## src/hw/rtl/ets_pkg.sv

```systemverilog
// Shared constants, types and a helper function for the epoch seconds to calendar block.
package ets_pkg;

    localparam int unsigned EpochYear = 1970;

    // Reciprocal constants for exact division by a multiply and shift.
    // The day divide works on seconds/128, so the divisor there is 86400/128 = 675.
    localparam logic [26:0] DayRecip  = 27'd101806633;   // ceil(2^36 / 675)
    localparam int unsigned DayShift  = 36;
    localparam logic [11:0] YearRecip = 12'd2871;        // about 2^20 / 365.25
    localparam int unsigned YearShift = 20;
    localparam logic [17:0] HourRecip = 18'd149131;      // ceil(2^29 / 3600)
    localparam int unsigned HourShift = 29;
    localparam logic [12:0] MinRecip  = 13'd4370;        // ceil(2^18 / 60)
    localparam int unsigned MinShift  = 18;

    localparam logic [31:0] SecsPerDay  = 32'd86400;
    localparam logic [16:0] SecsPerHour = 17'd3600;
    localparam logic [11:0] SecsPerMin  = 12'd60;

    // Year 2100 is the only century year in range, and it is not a leap year.
    localparam logic [7:0] FirstIdxAfter2100 = 8'd131;

    typedef logic [15:0] day_count_t;
    typedef logic [7:0]  year_idx_t;

    // Day number, counted from 1970-01-01, of January 1 of year 1970 + idx.
    function automatic day_count_t year_start(input year_idx_t idx);
        logic [8:0]  idx_p1;
        day_count_t  base;
        day_count_t  leaps;
        begin
            idx_p1 = {1'b0, idx} + 9'd1;
            base   = 16'(16'd365 * {8'd0, idx});
            leaps  = {9'd0, idx_p1[8:2]};
            if (idx >= FirstIdxAfter2100)
            begin
                leaps = leaps - 16'd1;
            end
            year_start = base + leaps;
        end
    endfunction

endpackage

```

## src/hw/rtl/ets_in_if.sv

```systemverilog
// Input channel interface: one epoch timestamp per transaction.
interface ets_in_if;
    logic        valid;
    logic        ready;
    logic [31:0] epoch_seconds;

    modport source (output valid, output epoch_seconds, input ready);
    modport sink   (input valid, input epoch_seconds, output ready);
endinterface

```

## src/hw/rtl/ets_out_if.sv

```systemverilog
// Output channel interface: one calendar result per transaction.
interface ets_out_if;
    logic        valid;
    logic        ready;
    logic [11:0] year;
    logic [8:0]  day_of_year;
    logic [4:0]  hour;
    logic [5:0]  minute;
    logic [5:0]  second;

    modport source (output valid, output year, output day_of_year, output hour,
                    output minute, output second, input ready);
    modport sink   (input valid, input year, input day_of_year, input hour,
                    input minute, input second, output ready);
endinterface

```

## src/hw/rtl/ets_core.sv

```systemverilog
// Six-stage datapath that turns epoch seconds into year, day of year and time of day.
module ets_core (
    input  logic        clk,
    input  logic        rst_n,
    input  logic        advance,
    input  logic        valid_in,
    input  logic [31:0] epoch_seconds,
    output logic        valid_out,
    output logic [11:0] year,
    output logic [8:0]  day_of_year,
    output logic [4:0]  hour,
    output logic [5:0]  minute,
    output logic [5:0]  second
);

    logic [5:0] vld_reg;
    logic [5:0] vld_next;

    // Stage 1: whole days.
    logic [31:0] s1_secs_reg;
    logic [15:0] s1_days_reg;
    logic [51:0] s1_prod;
    // Stage 2: seconds of day and a year estimate.
    logic [16:0] s2_sod_reg;
    logic [15:0] s2_days_reg;
    logic [7:0]  s2_est_reg;
    logic [31:0] s2_day_secs;
    logic [31:0] s2_sod_full;
    logic [27:0] s2_est_prod;
    // Stage 3: year fixed up, hour.
    logic [7:0]  s3_idx_reg;
    logic [8:0]  s3_doy_reg;
    logic [4:0]  s3_hour_reg;
    logic [16:0] s3_sod_reg;
    logic [7:0]  s3_idx;
    logic [15:0] s3_start_lo;
    logic [15:0] s3_start_hi;
    logic [15:0] s3_start;
    logic [15:0] s3_doy_full;
    logic [34:0] s3_hour_prod;
    // Stage 4: seconds of hour.
    logic [7:0]  s4_idx_reg;
    logic [8:0]  s4_doy_reg;
    logic [4:0]  s4_hour_reg;
    logic [11:0] s4_soh_reg;
    logic [16:0] s4_soh_full;
    // Stage 5: minute.
    logic [7:0]  s5_idx_reg;
    logic [8:0]  s5_doy_reg;
    logic [4:0]  s5_hour_reg;
    logic [11:0] s5_soh_reg;
    logic [5:0]  s5_min_reg;
    logic [24:0] s5_min_prod;
    // Stage 6: second and output register.
    logic [11:0] s6_year_reg;
    logic [8:0]  s6_doy_reg;
    logic [4:0]  s6_hour_reg;
    logic [5:0]  s6_min_reg;
    logic [5:0]  s6_sec_reg;
    logic [11:0] s6_sec_full;

    assign vld_next = {vld_reg[4:0], valid_in};

    always_ff @(posedge clk or negedge rst_n)
    begin
        if (!rst_n)
        begin
            vld_reg <= '0;
        end
        else if (advance)
        begin
            vld_reg <= vld_next;
        end
    end

    always_comb
    begin
        s1_prod     = {27'd0, epoch_seconds[31:7]} * {25'd0, ets_pkg::DayRecip};
        s2_day_secs = 32'({16'd0, s1_days_reg} * ets_pkg::SecsPerDay);
        s2_sod_full = s1_secs_reg - s2_day_secs;
        s2_est_prod = {12'd0, s1_days_reg} * {16'd0, ets_pkg::YearRecip};

        // The estimate is within one year of the truth; three table looks settle it.
        s3_start_lo = ets_pkg::year_start(s2_est_reg);
        s3_start_hi = ets_pkg::year_start(s2_est_reg + 8'd1);
        if (s3_start_lo > s2_days_reg)
        begin
            s3_idx   = s2_est_reg - 8'd1;
            s3_start = ets_pkg::year_start(s2_est_reg - 8'd1);
        end
        else if (s3_start_hi <= s2_days_reg)
        begin
            s3_idx   = s2_est_reg + 8'd1;
            s3_start = s3_start_hi;
        end
        else
        begin
            s3_idx   = s2_est_reg;
            s3_start = s3_start_lo;
        end
        s3_doy_full  = s2_days_reg - s3_start + 16'd1;
        s3_hour_prod = {18'd0, s2_sod_reg} * {17'd0, ets_pkg::HourRecip};

        s4_soh_full = s3_sod_reg - 17'({12'd0, s3_hour_reg} * ets_pkg::SecsPerHour);
        s5_min_prod = {13'd0, s4_soh_reg} * {12'd0, ets_pkg::MinRecip};
        s6_sec_full = s5_soh_reg - 12'({6'd0, s5_min_reg} * ets_pkg::SecsPerMin);
    end

    always_ff @(posedge clk)
    begin
        if (advance)
        begin
            s1_secs_reg <= epoch_seconds;
            s1_days_reg <= s1_prod[ets_pkg::DayShift +: 16];

            s2_sod_reg  <= s2_sod_full[16:0];
            s2_days_reg <= s1_days_reg;
            s2_est_reg  <= s2_est_prod[ets_pkg::YearShift +: 8];

            s3_idx_reg  <= s3_idx;
            s3_doy_reg  <= s3_doy_full[8:0];
            s3_hour_reg <= s3_hour_prod[ets_pkg::HourShift +: 5];
            s3_sod_reg  <= s2_sod_reg;

            s4_idx_reg  <= s3_idx_reg;
            s4_doy_reg  <= s3_doy_reg;
            s4_hour_reg <= s3_hour_reg;
            s4_soh_reg  <= s4_soh_full[11:0];

            s5_idx_reg  <= s4_idx_reg;
            s5_doy_reg  <= s4_doy_reg;
            s5_hour_reg <= s4_hour_reg;
            s5_soh_reg  <= s4_soh_reg;
            s5_min_reg  <= s5_min_prod[ets_pkg::MinShift +: 6];

            s6_year_reg <= 12'(ets_pkg::EpochYear) + {4'd0, s5_idx_reg};
            s6_doy_reg  <= s5_doy_reg;
            s6_hour_reg <= s5_hour_reg;
            s6_min_reg  <= s5_min_reg;
            s6_sec_reg  <= s6_sec_full[5:0];
        end
    end

    assign valid_out   = vld_reg[5];
    assign year        = s6_year_reg;
    assign day_of_year = s6_doy_reg;
    assign hour        = s6_hour_reg;
    assign minute      = s6_min_reg;
    assign second      = s6_sec_reg;

endmodule

```

## src/hw/rtl/epoch_seconds_to_calendar.sv

```systemverilog
// Top level of the epoch seconds to calendar converter.
// Converts whole seconds since 1970-01-01 00:00:00 UTC into year, day of year,
// hour, minute and second. The block is a six-stage pipeline: one transaction
// is accepted every cycle unless the output stalls; the divides by 86400,
// 3600 and 60 are reciprocal multiplies, each followed by a register, and
// the year comes from an estimate fixed up against a year-start table.
// When the output is stalled the whole pipeline holds, so nothing is lost.
module epoch_seconds_to_calendar (
    input  logic   clk,
    input  logic   rst_n,
    ets_in_if.sink   in_ch,
    ets_out_if.source out_ch
);

    logic advance;

    // The pipeline moves when its last stage is empty or being drained.
    assign advance     = !out_ch.valid || out_ch.ready;
    assign in_ch.ready = advance;

    ets_core u_core (
        .clk           (clk),
        .rst_n         (rst_n),
        .advance       (advance),
        .valid_in      (in_ch.valid),
        .epoch_seconds (in_ch.epoch_seconds),
        .valid_out     (out_ch.valid),
        .year          (out_ch.year),
        .day_of_year   (out_ch.day_of_year),
        .hour          (out_ch.hour),
        .minute        (out_ch.minute),
        .second        (out_ch.second)
    );

endmodule
```

## src/flat_wrapper.sv

```systemverilog
// flat-port wrapper written by rule: the top's interface ports become plain ports
module epoch_seconds_to_calendar_flat 
  (clk, rst_n, in_ch_valid, in_ch_epoch_seconds, in_ch_ready, out_ch_valid, out_ch_year, out_ch_day_of_year, out_ch_hour, out_ch_minute, out_ch_second, out_ch_ready);
  ets_in_if in_ch_i ();
  ets_out_if out_ch_i ();
  input  logic clk;
  input  logic rst_n;
  input wire logic [$bits(in_ch_i.valid)-1:0] in_ch_valid;
  input wire logic [$bits(in_ch_i.epoch_seconds)-1:0] in_ch_epoch_seconds;
  output wire logic [$bits(in_ch_i.ready)-1:0] in_ch_ready;
  output wire logic [$bits(out_ch_i.valid)-1:0] out_ch_valid;
  output wire logic [$bits(out_ch_i.year)-1:0] out_ch_year;
  output wire logic [$bits(out_ch_i.day_of_year)-1:0] out_ch_day_of_year;
  output wire logic [$bits(out_ch_i.hour)-1:0] out_ch_hour;
  output wire logic [$bits(out_ch_i.minute)-1:0] out_ch_minute;
  output wire logic [$bits(out_ch_i.second)-1:0] out_ch_second;
  input wire logic [$bits(out_ch_i.ready)-1:0] out_ch_ready;
  assign in_ch_i.valid = in_ch_valid;
  assign in_ch_i.epoch_seconds = in_ch_epoch_seconds;
  assign in_ch_ready = in_ch_i.ready;
  assign out_ch_valid = out_ch_i.valid;
  assign out_ch_year = out_ch_i.year;
  assign out_ch_day_of_year = out_ch_i.day_of_year;
  assign out_ch_hour = out_ch_i.hour;
  assign out_ch_minute = out_ch_i.minute;
  assign out_ch_second = out_ch_i.second;
  assign out_ch_i.ready = out_ch_ready;
  epoch_seconds_to_calendar u_core (.clk(clk), .rst_n(rst_n), .in_ch(in_ch_i), .out_ch(out_ch_i));
endmodule
```

## config.mk

```make
export PLATFORM = sky130hd
export DESIGN_NAME = epoch_seconds_to_calendar_flat
export DESIGN_NICKNAME = d
export VERILOG_FILES = /design/src/hw/rtl/ets_pkg.sv /design/src/hw/rtl/ets_in_if.sv /design/src/hw/rtl/ets_out_if.sv /design/src/hw/rtl/ets_core.sv /design/src/hw/rtl/epoch_seconds_to_calendar.sv /design/src/flat_wrapper.sv
export SDC_FILE = /design/constraint.sdc
export NUM_CORES = 2
export LEC_CHECK = 0
export BUFFER_PORTS_ARGS = -buffer_cell sky130_fd_sc_hd__buf_2
export CAP_MARGIN = 20
export CORE_MARGIN = 2
export CORE_UTILIZATION = 60
export CTS_CLUSTER_SIZE = 12
export DETAILED_ROUTE_END_ITERATION = 6
export GPL_TIMING_DRIVEN = 0
export PLACE_DENSITY = 0.8
export SETUP_SLACK_MARGIN = 0.2
export SLEW_MARGIN = 20
export SYNTH_ARGS = -nofsm -noshare
export SYNTH_HDL_FRONTEND = slang
export SYNTH_SLANG_ARGS = --single-unit
```

## constraint.sdc

```tcl
create_clock -name clk -period 11.5 [get_ports clk]
set_input_delay 1.15 -clock clk [delete_from_list [all_inputs] [get_ports clk]]
set_output_delay 1.15 -clock clk [all_outputs]
set_load 0.005 [all_outputs]
```

==> flow_summary_export.csv <==
group,metric,value,unit
finish,n_fill_cell,4076,
worst_setup_path,crit_path_max_incr_delay,0.54,ns
run,max_cap_viols,0,
finish,finalNetCount,4335,
yosys,synth_area_leaders,"ha_1, fa_1, edfxtp_1",
sta,relSlewSlack,58.8,%
worst_setup_path,most_used_cell_along_the_critical_path,"a21oi_1",
yosys,muxShareOfSynthArea,0.723,%
finish,regArea,6580,um2
yosys,yosysUniqueCellTypes,61,
clock_tree,htree_levels,1,
sta,tightest_slew,0.610,ns
finish,final_util,65.1,%
sta,rsz0062_at_grt,"no",
worst_setup_path,crit_arrival,10.99,ns
global_route,overflow,0,
finish,drive_gt1_share,5.61,%
yosys,synthSimpleGateAreaFrac,3.38,%
finish,multi_input_comb_area,23200,um2
sta,fmax,93.4,MHz
yosys,ys_ff_latch,220,
placement,gp_routability_congestion,0.942,
placement,place_ws,-0.0760,ns
drt,post_drt_via_cell_ratio,5.42,
sta,finalClockSkew,0.0121,ns
placement,portBuffers,75,
global_route,grt_pass1_wl,110000,um
clock_tree,clk_transition_reported_paths,0.06,ns
drt,detail_route.wl_per_cell,17.3,um
yosys,cell_area_after_technology_mapping,32700,um2
yosys,synth.largest_area_cell,"ha_1",
sta,report.final.setup_viol,0,
floorplanning,top_level_i_o_count,76,
min_path,hold_path.class,"reg -> reg",
global_route,antenna_violations_before_repair,0,
yosys,synth_nets,4215,
worst_setup_path,worst_setup_path_start_kind,"flop",
yosys,ys_top_cells_by_count,"ha_1, inv_1, fa_1",
sta,worst_slack,0.790,ns
yosys,syn-mean-instance-area,11.1,um2
global_route,grt_start_max_net_pins,58,
yosys,post-synth-top-count-cell,"ha_1",
yosys,ys.flop_type,"edfxtp_1",
drt,total_vias_in_the_final_route,20500,
yosys,synth-compound-area-share,5.03,%
worst_setup_path,required,11.78,ns
yosys,adder_cell_area_share_of_the_yosys_netlist,56.5,%
drt,drt_first_pass_iters,5,
floorplanning,floorplan.rows,85,
outcome,outcome,"complete, no violations",
worst_setup_path,worst_path_bufs_invs,7,
drt,drt_total_wl,65200,um
clock_tree,cts_buffer_depth,3,
worst_setup_path,critical-path-slowest-cell,"fa_1",
yosys,yosysTopAreaCellShare,31.2,%
clock_tree,cts_inserted_buffers,25,
drt,detail-route-antenna-nets,0,
yosys,synth-xor-area-share,4.92,%
worst_setup_path,worst-setup-path-type,"reg -> reg",
clock_tree,cts-root-buf,"clkbuf_16",
clock_tree,clk-insertion-delay-late,0.54,ns
floorplanning,fp.coreArea,53800,um2
floorplanning,start_util,60.8,%
yosys,synthArstFlopShare,2.73,%
yosys,combinational_family_with_the_most_area_after_synthesis,"adder cells",
worst_setup_path,critPathCaptureType,"flop",
drt,drt-initial-drc-count,722,
worst_setup_path,crit_family,"compound AO/OA/AOI/OAI gates",
drt,drcViolationCount,0,
yosys,yosysWarningCount,0,
clock_tree,numClockSinks,220,
yosys,post_synth_inst_count,2951,
placement,dp.final_hpwl,55400,um
sta,post-route-min-period,10.71,ns
yosys,synth_seq_area_share,20.1,%
floorplanning,die_width,237,um
worst_setup_path,cp_max_fo,10,
sta,timing_max_transition_violations_final,0,
finish,antenna-diode-count,0,
global_route,grt_pass1_vias,22800,
finish,area_delta_synth_final,7.11,%
yosys,count_of_flip_flops_with_a_built_in_enable_after_synthesis,214,
sta,final_min_period_over_clock_period,93.1,%
floorplanning,die_h,237,um
global_route,grt_util_all_layers,24.3,%
clock_tree,tritoncts,"done",
sta,final_hold_viol_count,0,
floorplanning,die-area,56400,um2
kinds of logic after synthesis:
group	after synthesis
adders and majority gates	1228
buffers and inverters	815
AOI/OAI and AO/OA	249
and+or+nand+nor	234
DFF	220
xor gates and xnor gates	182
muxes	23
placed cells by master (no fill, tap or decap), drive strengths merged, types with 3 or more instances in the layout:
cell	synthesis	routed
o211ai	3	3
and2	4	4
xor2	43	43
nor2b	10	10
mux2	5	5
a31oi	7	7
a21o	47	47
ha	815	815
dfrtp	6	6
nand2b	11	11
a221o	4	4
o21ai	34	34
buf	3	96
fa	413	413
clkbuf	6	34
and3	9	9
a21oi	85	85
a2111oi	5	5
inv	806	806
clkinvlp	0	3
o21a	13	13
o2111ai	3	3
nand4	20	20
nor3	21	21
edfxtp	214	214
nor2	77	77
o41ai	4	4
nand2	59	59
xnor2	139	139
a21boi	4	4
a211oi	10	10
o41a	3	3
o21bai	20	20
nand3	14	14
mux2i	18	18
clkinv	0	6
metrics by stage:
step / instances / TNS [ns] / area [um2] / hold WS, ns
after floorplan: 2951 / 0 / 32700 / 0.400
after global placement: 3722 / -0.00276 / 34000 / 0.401
after detailed placement: 3726 / -0.0760 / 34100 / 0.405
after CTS: 3766 / 0 / 34800 / 0.400
after global routing: 3779 / 0 / 35000 / 0.422
final: 3779 / 0 / 35000 / 0.414
worst register-to-register path: cells and delay by family, from the launching register on:
family	cells	cell delay, ns
AO/OA/AOI/OAI	18	3.53
XOR/XNOR	4	0.68
adder cells (fa/ha/maj)	9	3.43
buffers and inverters	7	0.83
flip-flops	1	0.52
AND/OR/NAND/NOR	9	1.48
cell type report:
class | instances | share of cell area, %
Multi-Input combinational cell | 1916 | 66.1
Clock inverter | 11 | 0.343
Sequential cell | 220 | 18.8
Clock buffer | 28 | 1.82
Timing Repair Buffer | 93 | 1.64
Buffer | 9 | 0.157
Tap cell | 696 | 2.49
Inverter | 806 | 8.65
worst paths after layout:
| kind | start | to | slack, ns | cells past startpoint |
|---|---|---|---|---|
| min in group asynchronous | rst_n | u_core.u_core.vld_reg[5] | 0.43 | 1 |
| max reg2reg | u_core.u_core.s2_est_reg[2] | u_core.u_core.s3_doy_reg[8] | 0.79 | 47 |
| min reg2reg | u_core.u_core.s5_hour_reg[2] | u_core.u_core.hour[2] | 0.41 | 0 |
| max | u_core.u_core.s2_est_reg[2] | u_core.u_core.s3_doy_reg[8] | 0.79 | 47 |
| max in group asynchronous | rst_n | u_core.u_core.vld_reg[2] | 10.94 | 1 |
| min | u_core.u_core.s5_hour_reg[2] | u_core.u_core.hour[2] | 0.41 | 0 |
layer usage:
layer	global-route usage (%)	wire, um	up-vias
met2	44.8	33700	406
met5	0	0	-
met1	30.7	27800	10200
li1	-	-	9765
met4	6.35	1550	0
met3	2.16	2210	102
repair_timing:
action | in CTS | in global routing
pin swaps | 0 | 1
buffers inserted | 1 | 13
endpoints found under the setup margin | 2 | 4
hold buffers | 0 | 0
gates resized for setup | 4 | 27
Power is not shown: default switching activity piles up to over one toggle a cycle in this logic, so the estimate is an artifact.
